## config.mk

```make
export PLATFORM = sky130hd
export DESIGN_NAME = rolling_median_run_detector_unit_flat
export DESIGN_NICKNAME = d
export VERILOG_FILES = /design/src/rtl/core/rmrd_pkg.sv /design/src/rtl/core/rmrd_if.sv /design/src/rtl/core/rolling_median_run_detector_unit.sv /design/src/rtl/core/rmrd_rank_store.sv /design/src/flat_wrapper.sv
export SDC_FILE = /design/constraint.sdc
export NUM_CORES = 2
export LEC_CHECK = 0
export BUFFER_PORTS_ARGS = -buffer_cell sky130_fd_sc_hd__buf_2
export CELL_PAD_IN_SITES_DETAIL_PLACEMENT = 1
export CELL_PAD_IN_SITES_GLOBAL_PLACEMENT = 2
export CORE_MARGIN = 2
export CORE_UTILIZATION = 33
export CTS_BUF_LIST = sky130_fd_sc_hd__clkbuf_2
export DETAILED_ROUTE_END_ITERATION = 6
export PLACE_DENSITY_LB_ADDON = 0.25
export SYNTH_ARGS = -nofsm -noshare
export SYNTH_HDL_FRONTEND = slang
export SYNTH_SLANG_ARGS = --single-unit
```

## constraint.sdc

```tcl
create_clock -name clk -period 16.1 [get_ports clk]
set_input_delay 1.61 -clock clk [delete_from_list [all_inputs] [get_ports clk]]
set_output_delay 1.61 -clock clk [all_outputs]
set_load 0.05 [all_outputs]
```

## src/rtl/core/rmrd_pkg.sv

```systemverilog
// Shared types and constants for the rolling median run detector.
// No dependencies; every other file in rtl/core imports this package.
package rmrd_pkg;

  localparam int HISTORY_DEPTH = 64;
  localparam int IDX_W         = $clog2(HISTORY_DEPTH);
  localparam int FILL_W        = IDX_W + 1;
  localparam int MIN_FILL      = 8;
  localparam int SAMPLE_W      = 16;
  localparam int SLOT_W        = 24;
  localparam int FRAC_W        = 16;
  localparam int RUN_W         = 5;
  localparam int HOLE_W        = 4;
  localparam int CFG_IDX_W     = 3;
  localparam int CFG_DATA_W    = 16;

  localparam logic [SAMPLE_W-1:0] FLOOR_RST    = SAMPLE_W'(2500);
  localparam logic [FRAC_W-1:0]   FRACTION_RST = FRAC_W'(6554);
  localparam logic [RUN_W-1:0]    RUN_RST      = RUN_W'(4);
  localparam logic [HOLE_W-1:0]   HOLE_RST     = HOLE_W'(4);

  typedef enum logic [1:0] {
    CLS_UNMAPPED = 2'd0,
    CLS_MAPPED   = 2'd1,
    CLS_OUTLIER  = 2'd2
  } slot_kind_t;

  typedef enum logic [CFG_IDX_W-1:0] {
    REG_FALLBACK_FLOOR = 3'd0,
    REG_GAP_FRACTION   = 3'd1,
    REG_MAPPED_SLOWER  = 3'd2,
    REG_RUN_NEEDED     = 3'd3,
    REG_HOLE_LIMIT     = 3'd4
  } reg_index_t;

  typedef enum logic [1:0] {
    ST_IDLE,
    ST_MUL,
    ST_CLASS
  } ctl_state_t;

  typedef enum logic [2:0] {
    SW_IDLE,
    SW_SCAN,
    SW_TAIL,
    SW_MED_RD,
    SW_MED_LATCH
  } sweep_state_t;

  // request to the sorted store: drop the evicted sample (when full), add a new one
  typedef struct packed {
    logic                start;
    logic [SAMPLE_W-1:0] sample;
    logic [SAMPLE_W-1:0] evicted;
    logic [FILL_W-1:0]   fill;
  } sweep_cmd_t;

  typedef struct packed {
    logic                busy;
    logic [SAMPLE_W-1:0] median;
  } sweep_status_t;

endpackage

```

## src/rtl/core/rmrd_if.sv

```systemverilog
// Valid/ready channel interfaces for samples in and classified results out.
// Depends on rmrd_pkg for field widths.
interface rmrd_sample_if;
  import rmrd_pkg::*;
  logic                valid;
  logic                ready;
  logic [SAMPLE_W-1:0] sample_time;
  logic [SLOT_W-1:0]   slot_index;
  modport source (output valid, output sample_time, output slot_index, input ready);
  modport sink   (input valid, input sample_time, input slot_index, output ready);
endinterface

interface rmrd_result_if;
  import rmrd_pkg::*;
  logic                valid;
  logic                ready;
  slot_kind_t          slot_kind;
  logic [SAMPLE_W-1:0] baseline_used;
  logic [RUN_W-1:0]    run_count;
  logic [HOLE_W-1:0]   hole_count;
  logic                candidate_found;
  logic [SLOT_W-1:0]   candidate_edge;
  modport source (output valid, output slot_kind, output baseline_used, output run_count,
                  output hole_count, output candidate_found, output candidate_edge,
                  input ready);
  modport sink   (input valid, input slot_kind, input baseline_used, input run_count,
                  input hole_count, input candidate_found, input candidate_edge,
                  output ready);
endinterface

```

## src/rtl/core/rolling_median_run_detector_unit.sv

```systemverilog
// Rolling median run detector, top level. Depends on rmrd_pkg, rmrd_if, rmrd_rank_store.
// An accepted sample goes through ST_MUL, then ST_CLASS loads the result register once
// the output is free. No new sample is taken until then; an unmapped or outlier sample
// also holds the input for the sorted-store update (one memory read per entry).
// Reset (rst, synchronous): history empty, run state cleared, registers to defaults.
module rolling_median_run_detector_unit (
  input  logic                             clk,
  input  logic                             rst,
  input  logic                             write_enable,
  input  logic [rmrd_pkg::CFG_IDX_W-1:0]   reg_index,
  input  logic [rmrd_pkg::CFG_DATA_W-1:0]  write_data,
  rmrd_sample_if.sink                      samples,
  rmrd_result_if.source                    results
);
  import rmrd_pkg::*;

  localparam int EXT_W = SAMPLE_W + 3;  // room for signed excess and 3x gap

  // ---------------- configuration registers ----------------
  logic [SAMPLE_W-1:0] fallback_floor;
  logic [FRAC_W-1:0]   gap_fraction;
  logic                mapped_slower;
  logic [RUN_W-1:0]    run_needed;
  logic [HOLE_W-1:0]   hole_limit;

  always_ff @(posedge clk) begin
    if (rst) begin
      fallback_floor <= FLOOR_RST;
      gap_fraction   <= FRACTION_RST;
      mapped_slower  <= 1'b1;
      run_needed     <= RUN_RST;
      hole_limit     <= HOLE_RST;
    end else if (write_enable) begin
      unique case (reg_index_t'(reg_index))
        REG_FALLBACK_FLOOR: fallback_floor <= write_data[SAMPLE_W-1:0];
        REG_GAP_FRACTION:   gap_fraction   <= write_data[FRAC_W-1:0];
        REG_MAPPED_SLOWER:  mapped_slower  <= write_data[0];
        REG_RUN_NEEDED:     run_needed     <= write_data[RUN_W-1:0];
        REG_HOLE_LIMIT:     hole_limit     <= write_data[HOLE_W-1:0];
        default: ;  // unused indexes are dropped
      endcase
    end
  end

  // ---------------- control state ----------------
  ctl_state_t state, state_next;

  logic [FILL_W-1:0]   fill_count;
  logic [IDX_W-1:0]    write_slot;
  logic [RUN_W-1:0]    run_length;
  logic [HOLE_W-1:0]   holes_seen;
  logic [SLOT_W-1:0]   edge_slot;

  // per-sample working registers
  logic [SAMPLE_W-1:0] cur_time;
  logic [SLOT_W-1:0]   cur_slot;
  logic [SAMPLE_W-1:0] cur_base;
  logic [SAMPLE_W-1:0] gap;

  // history ring: time order of the stored samples, tells which one leaves
  logic [SAMPLE_W-1:0] ring_mem [HISTORY_DEPTH];
  logic [SAMPLE_W-1:0] ring_q;

  sweep_cmd_t    sw_cmd;
  sweep_status_t sw_status;

  logic accept;
  logic out_free;
  logic load_result;
  logic push;

  assign samples.ready = (state == ST_IDLE) && !sw_status.busy;
  assign accept        = samples.valid && samples.ready;
  assign out_free      = !results.valid || results.ready;

  // ---------------- classification ----------------
  logic [SAMPLE_W:0]          diff;
  logic signed [EXT_W-1:0]    excess;
  logic signed [EXT_W-1:0]    lo_bound;
  logic signed [EXT_W-1:0]    hi_bound;
  slot_kind_t                 cls;

  always_comb begin
    diff = mapped_slower ? ({1'b0, cur_time} - {1'b0, cur_base})
                         : ({1'b0, cur_base} - {1'b0, cur_time});
    excess   = EXT_W'(signed'(diff));
    lo_bound = EXT_W'(gap >> 1);
    hi_bound = EXT_W'(gap) + EXT_W'({gap, 1'b0});
    if (excess < lo_bound) cls = CLS_UNMAPPED;
    else if (excess > hi_bound) cls = CLS_OUTLIER;
    else cls = CLS_MAPPED;
  end

  // ---------------- run tracking ----------------
  logic [RUN_W-1:0]  run_mid;
  logic [HOLE_W-1:0] holes_mid;
  logic [SLOT_W-1:0] edge_mid;
  logic              found;
  logic [RUN_W-1:0]  run_length_next;
  logic [HOLE_W-1:0] holes_seen_next;
  logic [SLOT_W-1:0] edge_slot_next;

  always_comb begin
    if (cls != CLS_MAPPED) begin
      // a hole is forgiven while the run is open and under the hole limit
      if (run_length != '0 && holes_seen < hole_limit) begin
        run_mid   = run_length;
        holes_mid = holes_seen + HOLE_W'(1);
        edge_mid  = edge_slot;
      end else begin
        run_mid   = '0;
        holes_mid = '0;
        edge_mid  = '0;
      end
    end else begin
      run_mid   = run_length + RUN_W'(1);
      holes_mid = '0;
      edge_mid  = (run_length == '0) ? cur_slot : edge_slot;
    end
    found = (run_mid >= run_needed);
    if (found) begin
      run_length_next = '0;
      holes_seen_next = '0;
      edge_slot_next  = '0;
    end else begin
      run_length_next = run_mid;
      holes_seen_next = holes_mid;
      edge_slot_next  = edge_mid;
    end
  end

  assign load_result = (state == ST_CLASS) && out_free;
  assign push        = load_result && (cls != CLS_MAPPED);

  // ---------------- sequencer ----------------
  always_comb begin
    state_next = state;
    unique case (state)
      ST_IDLE:  if (accept) state_next = ST_MUL;
      ST_MUL:   state_next = ST_CLASS;
      ST_CLASS: if (out_free) state_next = ST_IDLE;  // waits while result is held
      default:  state_next = ST_IDLE;
    endcase
  end

  always_ff @(posedge clk) begin
    if (rst) state <= ST_IDLE;
    else state <= state_next;
  end

  // sample capture and baseline: floor until MIN_FILL entries are held
  always_ff @(posedge clk) begin
    if (accept) begin
      cur_time <= samples.sample_time;
      cur_slot <= samples.slot_index;
      cur_base <= (fill_count < FILL_W'(MIN_FILL)) ? fallback_floor : sw_status.median;
    end
  end

  // gap = fraction * baseline, Q0.16, truncated
  always_ff @(posedge clk) begin
    if (state == ST_MUL) begin
      gap <= SAMPLE_W'(({16'b0, gap_fraction} * {16'b0, cur_base}) >> FRAC_W);
    end
  end

  // ring port: read the leaving entry at accept, overwrite it on push
  always_ff @(posedge clk) begin
    if (accept) ring_q <= ring_mem[write_slot];
  end

  always_ff @(posedge clk) begin
    if (push) ring_mem[write_slot] <= cur_time;
  end

  always_ff @(posedge clk) begin
    if (rst) begin
      fill_count <= '0;
      write_slot <= '0;
      run_length <= '0;
      holes_seen <= '0;
      edge_slot  <= '0;
    end else if (load_result) begin
      run_length <= run_length_next;
      holes_seen <= holes_seen_next;
      edge_slot  <= edge_slot_next;
      if (push) begin
        write_slot <= write_slot + IDX_W'(1);
        if (fill_count != FILL_W'(HISTORY_DEPTH)) fill_count <= fill_count + FILL_W'(1);
      end
    end
  end

  // sorted store update request: fill before this push decides eviction
  always_comb begin
    sw_cmd.start   = push;
    sw_cmd.sample  = cur_time;
    sw_cmd.evicted = ring_q;
    sw_cmd.fill    = fill_count;
  end

  rmrd_rank_store u_rank_store (
    .clk    (clk),
    .rst    (rst),
    .cmd    (sw_cmd),
    .status (sw_status)
  );

  // ---------------- result register ----------------
  always_ff @(posedge clk) begin
    if (rst) results.valid <= 1'b0;
    else if (load_result) results.valid <= 1'b1;
    else if (results.ready) results.valid <= 1'b0;
  end

  always_ff @(posedge clk) begin
    if (load_result) begin
      results.slot_kind       <= cls;
      results.baseline_used   <= cur_base;
      results.run_count       <= run_mid;
      results.hole_count      <= holes_mid;
      results.candidate_found <= found;
      results.candidate_edge  <= found ? edge_mid : '0;
    end
  end

  // ---------------- assertions ----------------
  a_fill_bound: assert property (@(posedge clk) disable iff (rst)
    fill_count <= FILL_W'(HISTORY_DEPTH))
    else $error("fill count beyond history depth");

  a_ring_order: assert property (@(posedge clk) disable iff (rst)
    (fill_count != FILL_W'(HISTORY_DEPTH)) |-> (write_slot == fill_count[IDX_W-1:0]))
    else $error("ring write pointer out of step with fill count");

  a_sweep_idle: assert property (@(posedge clk) disable iff (rst)
    sw_cmd.start |-> !sw_status.busy)
    else $error("sorted store update requested while busy");

  a_accept_quiet: assert property (@(posedge clk) disable iff (rst)
    accept |=> (state == ST_MUL) && !sw_status.busy)
    else $error("sample accepted with work still in flight");

endmodule

```

## src/rtl/core/rmrd_rank_store.sv

```systemverilog
// Sorted copy of the history in a single-port-read memory, kept ordered by one
// shifting sweep per update, plus the median register. Depends on rmrd_pkg.
module rmrd_rank_store (
  input  logic                   clk,
  input  logic                   rst,
  input  rmrd_pkg::sweep_cmd_t   cmd,
  output rmrd_pkg::sweep_status_t status
);
  import rmrd_pkg::*;

  logic [SAMPLE_W-1:0] mem [HISTORY_DEPTH];
  logic [SAMPLE_W-1:0] rd_q;

  sweep_state_t state, state_next;

  logic                dir_up;
  logic                seek;
  logic [SAMPLE_W-1:0] smp;
  logic [SAMPLE_W-1:0] evict;
  logic [IDX_W-1:0]    rd_idx;
  logic [IDX_W-1:0]    last_idx;
  logic                issuing;
  logic                dv;
  logic [IDX_W-1:0]    dpos;
  logic                dlast;
  logic [IDX_W-1:0]    med_idx;
  logic [SAMPLE_W-1:0] median;

  logic                rd_en;
  logic [IDX_W-1:0]    rd_addr;
  logic                wr_en;
  logic [IDX_W-1:0]    wr_addr;
  logic [SAMPLE_W-1:0] wr_data;
  logic                finish;
  logic                cmd_full;
  logic [FILL_W-1:0]   fill_new;

  assign cmd_full = (cmd.fill == FILL_W'(HISTORY_DEPTH));
  assign fill_new = cmd_full ? cmd.fill : cmd.fill + FILL_W'(1);

  always_comb begin
    state_next = state;
    rd_en      = 1'b0;
    rd_addr    = rd_idx;
    wr_en      = 1'b0;
    wr_addr    = dpos;
    wr_data    = smp;
    finish     = 1'b0;
    unique case (state)
      SW_IDLE: begin
        if (cmd.start) begin
          if (cmd.fill == '0) begin
            // empty store: the sample is the whole array
            wr_en      = 1'b1;
            wr_addr    = '0;
            wr_data    = cmd.sample;
            state_next = SW_MED_RD;
          end else begin
            state_next = SW_SCAN;
          end
        end
      end
      SW_SCAN: begin
        rd_en = issuing;
        if (dv && !seek) begin
          wr_en = 1'b1;
          if (dir_up) begin
            // entries above the freed slot move down until the sample fits
            wr_addr = dpos - IDX_W'(1);
            if (rd_q <= smp) wr_data = rd_q;
            else finish = 1'b1;
          end else begin
            wr_addr = dpos + IDX_W'(1);
            if (rd_q > smp) wr_data = rd_q;
            else finish = 1'b1;
          end
        end
        if (finish) state_next = SW_MED_RD;
        else if (dv && dlast) state_next = SW_TAIL;
      end
      SW_TAIL: begin
        wr_en      = 1'b1;
        wr_addr    = dpos;
        state_next = SW_MED_RD;
      end
      SW_MED_RD: begin
        rd_en      = 1'b1;
        rd_addr    = med_idx;
        state_next = SW_MED_LATCH;
      end
      SW_MED_LATCH: state_next = SW_IDLE;
      default: state_next = SW_IDLE;
    endcase
  end

  always_ff @(posedge clk) begin
    if (rst) state <= SW_IDLE;
    else state <= state_next;
  end

  always_ff @(posedge clk) begin
    if (rst) begin
      issuing <= 1'b0;
      dv      <= 1'b0;
    end else if (state == SW_IDLE && cmd.start) begin
      smp     <= cmd.sample;
      evict   <= cmd.evicted;
      med_idx <= fill_new[FILL_W-1:1];
      dv      <= 1'b0;
      issuing <= (cmd.fill != '0);
      if (cmd_full) begin
        dir_up   <= (cmd.sample >= cmd.evicted);
        seek     <= 1'b1;
        rd_idx   <= (cmd.sample >= cmd.evicted) ? '0 : IDX_W'(HISTORY_DEPTH - 1);
        last_idx <= (cmd.sample >= cmd.evicted) ? IDX_W'(HISTORY_DEPTH - 1) : '0;
      end else begin
        // no eviction: plain insertion walking down from the top entry
        dir_up   <= 1'b0;
        seek     <= 1'b0;
        rd_idx   <= cmd.fill[IDX_W-1:0] - IDX_W'(1);
        last_idx <= '0;
      end
    end else if (state == SW_SCAN) begin
      if (issuing) begin
        dv      <= 1'b1;
        dpos    <= rd_idx;
        dlast   <= (rd_idx == last_idx);
        issuing <= (rd_idx != last_idx);
        rd_idx  <= dir_up ? rd_idx + IDX_W'(1) : rd_idx - IDX_W'(1);
      end else begin
        dv <= 1'b0;
      end
      if (dv && seek && rd_q == evict) seek <= 1'b0;
      if (finish) issuing <= 1'b0;
    end else begin
      issuing <= 1'b0;
      dv      <= 1'b0;
    end
  end

  always_ff @(posedge clk) begin
    if (wr_en) mem[wr_addr] <= wr_data;
  end

  always_ff @(posedge clk) begin
    if (rd_en) rd_q <= mem[rd_addr];
  end

  always_ff @(posedge clk) begin
    if (state == SW_MED_LATCH) median <= rd_q;
  end

  assign status.busy   = (state != SW_IDLE);
  assign status.median = median;

endmodule

```

## src/flat_wrapper.sv

```systemverilog
// flat-port wrapper written by rule: the top's interface ports become plain ports
module rolling_median_run_detector_unit_flat import rmrd_pkg::*;
  (clk, rst, write_enable, reg_index, write_data, samples_valid, samples_sample_time, samples_slot_index, samples_ready, results_valid, results_slot_kind, results_baseline_used, results_run_count, results_hole_count, results_candidate_found, results_candidate_edge, results_ready);
  rmrd_sample_if samples_i ();
  rmrd_result_if results_i ();
  input  logic clk;
  input  logic rst;
  input  logic write_enable;
  input  logic [rmrd_pkg::CFG_IDX_W-1:0] reg_index;
  input  logic [rmrd_pkg::CFG_DATA_W-1:0] write_data;
  input wire logic [$bits(samples_i.valid)-1:0] samples_valid;
  input wire logic [$bits(samples_i.sample_time)-1:0] samples_sample_time;
  input wire logic [$bits(samples_i.slot_index)-1:0] samples_slot_index;
  output wire logic [$bits(samples_i.ready)-1:0] samples_ready;
  output wire logic [$bits(results_i.valid)-1:0] results_valid;
  output wire logic [$bits(results_i.slot_kind)-1:0] results_slot_kind;
  output wire logic [$bits(results_i.baseline_used)-1:0] results_baseline_used;
  output wire logic [$bits(results_i.run_count)-1:0] results_run_count;
  output wire logic [$bits(results_i.hole_count)-1:0] results_hole_count;
  output wire logic [$bits(results_i.candidate_found)-1:0] results_candidate_found;
  output wire logic [$bits(results_i.candidate_edge)-1:0] results_candidate_edge;
  input wire logic [$bits(results_i.ready)-1:0] results_ready;
  assign samples_i.valid = samples_valid;
  assign samples_i.sample_time = samples_sample_time;
  assign samples_i.slot_index = samples_slot_index;
  assign samples_ready = samples_i.ready;
  assign results_valid = results_i.valid;
  assign results_slot_kind = results_i.slot_kind;
  assign results_baseline_used = results_i.baseline_used;
  assign results_run_count = results_i.run_count;
  assign results_hole_count = results_i.hole_count;
  assign results_candidate_found = results_i.candidate_found;
  assign results_candidate_edge = results_i.candidate_edge;
  assign results_i.ready = results_ready;
  rolling_median_run_detector_unit u_core (.clk(clk), .rst(rst), .write_enable(write_enable), .reg_index(reg_index), .write_data(write_data), .samples(samples_i), .results(results_i));
endmodule
```

==> flow_metrics.tcl <==
set metrics [dict create \
    status "finished clean" \
    die_x_microns 557 \
    maxCapViolCount 0 \
    timing.rr.start "u_core.cur_time[0]" \
    setup_viol 0 \
    cts-root-buf "clkbuf_2" \
    sequentialPowerShare_pct 42.2 \
    grt_start_max_net_pins 101 \
    h-tree-depth 6 \
    coreArea_sq_um 304000 \
    avgSynthCellArea_sq_um 16.2 \
    critPathLaunchType "flop" \
    highest_layer "met5" \
    cpMostUsedCell "o21ai_0" \
    cp-endpoint "u_core.edge_slot[15]" \
    drv_slew 0 \
    end_kind "flop" \
    grt_pass1_wl_mm 446 \
    post_cts_buffers 0 \
    yosys_register_bits 2369 \
    synth.yosys.seq_area_share_pct 69.6 \
    cellPowerDensity_nw_per_um2 159 \
    rows 202 \
    max-slew-margin-rel_pct 13.9 \
    p_switching_mw 6.73 \
    setup_tns_ps 0 \
    clk_latency_ps 2040 \
    p_int_mw 11.3 \
    syn2layout_area_growth_pct 12.6 \
    place_area_sq_um 107000 \
    wl_met2_mm 147 \
    vias 59700 \
    grt_pass1_vias 63800 \
    critPathArrivalTime_ps 10930 \
    fin_area_sq_um 114000 \
    clkSinkCount 2369 \
    drt-total-wl_mm 307 \
    final_cells 11400 \
    cp.required_ps 17870 \
    cts_tree "done" \
    dieArea_sq_um 310000 \
    worstHoldStart "reg_index[1]" \
    crit_slowest_cell "and3_1" \
    final_nets 7407 \
    clockBufferDepth 4 \
    met3_length_mm 15.8 \
    ys_types 84 \
    clock.fmax_mhz 109 \
    min-delay-path-class "in -> reg" \
    swShare_pct 37.4 \
    rsz0062_at_grt "false" \
    netlist_area_sq_um 101000 \
    overflow 0 \
    dp_hpwl_mm 179 \
    routedWlPerCell_microns 26.8 \
    synth-edff-count 2273 \
    crit_path_max_incr_delay_ps 870 \
    vias_per_cell 5.22 \
    yosys_warnings 0 \
    ff2ff_path_depth 32 \
    cts_resized 0 \
    die_y_microns 557 \
    finalCriticalPeriod_ps 9150 \
    r2r_setup_slack_ps 6950 \
    first_iter_violations 4937 \
    dr.pass1.iters 5 \
    netlist_instances 6212 \
    fin_skew_ps 273 \
    grt_usage_pct 19.6 \
    clk_pin_slew_worst_paths_ps 100 \
    antenna_found_initial 16 \
    io_buffers 117 \
    drcViolationCount 0 \
    drive_gt1_share_pct 23.1 \
    met1Wirelength_mm 138 \
    numCtsBuffers 626 \
    gp_congestion 0.794 \
    ant_nets 0 \
    reg2reg_to "u_core.edge_slot[15]" \
    pwr-share-comb_pct 34.4 \
    worst_pin_slew_ps 1270 \
    hold_viol 0 \
    crit_start "u_core.cur_time[0]" \
    synth_flop_cell "edfxtp_1" \
    critical_path_class "reg -> reg" \
    io-pin-count 118 \
    p_leak_nw 39.1 \
    synth_fp_nets 6709 \
    post-route-period-util_pct 56.9 \
    dp.cells 10300 \
    p_clk_share_pct 23.4 \
    async_flop_share_pct 0 \
    worstPathMaxFanout 67 \
    ir_worst_vdd_mv 0.368 \
    start_util_pct 33.2 \
]
[Yosys cell counts, types with 42 or more instances]
master | count | area (sq um)
ha_1 | 235 | 2940
edfxtp_1 | 2273 | 68300
nand4_1 | 42 | 263
nand2_1 | 439 | 1650
nor2_1 | 251 | 942
a22oi_1 | 332 | 2490
buf_1 | 48 | 180
clkbuf_1 | 250 | 938
nand3_1 | 69 | 345
mux4_2 | 256 | 5770
a21oi_1 | 181 | 906
xnor2_1 | 51 | 447
a211oi_1 | 92 | 691
a22o_1 | 134 | 1170
fa_1 | 198 | 3960
a31oi_1 | 132 | 826
a221oi_1 | 106 | 928
o21ai_0 | 53 | 265
dfxtp_1 | 96 | 1920
and2_1 | 157 | 982
inv_1 | 356 | 1340
[what timing repair did]
| item | CTS | global route |
|---|---|---|
| hold endpoints to repair | 87 | 0 |
| setup endpoints to repair | 0 | 0 |
| hold buffers | 63 | 0 |
[how the worst min path moves through the flow]
stage	endpoint	slack [ps]	cells past startpoint
final	u_core.gap_fraction[13]	330	4
after global routing	u_core.mapped_slower	110	4
after CTS	u_core.mapped_slower	30	4
after detailed placement	u_core.u_rank_store.evict[1]	440	0
after global placement	u_core.fallback_floor[0]	440	2
after floorplan	u_core.u_rank_store.evict[10]	430	0
[cell families (layout without fill, tap and decap cells)]
group	Yosys count	after routing	synth area share [%]
xor gates and xnor gates	89	89	0.773
AOI/OAI and AO/OA	1201	1201	8.75
and+or+nand+nor	1114	1114	5.15
DFF	2369	2369	69.6
muxes	299	299	6.17
adders and majority gates	433	433	6.85
buffers and inverters	707	1829	2.73
other	0	14	0
[per-stage QoR]
stage	total power, mW	util, %	worst slack, ps	hold WS [ps]
after detailed placement	14.1	35.4	6980	443
after global routing	19.3	37.4	6220	108
final	18.0	37.4	6950	330
after global placement	14.0	35.4	7050	439
after CTS	18.4	37.4	6910	28.1
after floorplan	11.7	-	8440	426
[state kept, by name, summed over array words and instances (netlist names), 24 cells and up]
| name | cells |
|---|---|
| u_core.ring_mem | 1024 |
| u_core.edge_slot | 24 |
| u_core.cur_slot | 24 |
| u_core.results.candidate_edge | 24 |
| u_core.u_rank_store.mem | 1024 |
[cell type report]
cell class / count / area (sq um)
diodes: 14 / 35.0
flip-flops and latches: 2369 / 70200
clock buffers: 887 / 4440
clock inverters: 165 / 1130
repair buffers: 420 / 3140
inverters: 357 / 1340
multi-input cells: 3136 / 28200
fillers: 31000 / 190000
well taps: 4080 / 5100
[cells in the final DEF (no fill, tap or decap), types with 22 or more instances in the layout]
master / instances
a22oi_1: 332
a211oi_1: 92
nand2_1: 439
clkinv_1: 92
a21oi_1: 179
a31oi_1: 132
a311oi_1: 38
inv_6: 22
o21ai_0: 53
a221oi_1: 106
a21o_1: 30
xor2_1: 38
buf_2: 117
fa_1: 198
a22o_1: 134
dfxtp_1: 96
nand3_1: 69
dlygate4sd3_1: 63
and2_1: 156
xnor2_1: 51
edfxtp_1: 2273
buf_4: 230
inv_1: 355
mux4_2: 256
clkbuf_2: 887
ha_1: 235
nor2_1: 235
nand4_1: 42
[critical path: cells and delay by family, from the launching register on]
| kind | cells | cell delay, ps |
|---|---|---|
| buffers and inverters | 4 | 1020 |
| AO/OA/AOI/OAI | 14 | 3570 |
| XOR/XNOR | 1 | 170 |
| AND/OR/NAND/NOR | 9 | 2660 |
| adder cells (fa/ha/maj) | 4 | 1280 |
| flip-flops | 1 | 330 |
[layer usage]
layer | vias to the layer above | track usage (%)
met5 | - | 0
met4 | 6 | 4.92
met3 | 387 | 3.09
met2 | 1685 | 32.1
met1 | 31700 | 27.1
li1 | 26000 | -
[power groups by stage]
| stage | clock (mW) | combinational [mW] | sequential [mW] |
|---|---|---|---|
| 6_report | 4.21 | 6.19 | 7.59 |
| 3_3_place_gp | 0 | 6.29 | 7.72 |
| 4_1_cts | 4.38 | 6.43 | 7.59 |
| 2_1_floorplan | 0 | 3.86 | 7.80 |
| 5_1_grt | 4.68 | 7.03 | 7.61 |
| 3_5_place_dp | 0 | 6.36 | 7.73 |
(Power assumes the default switching activity.)
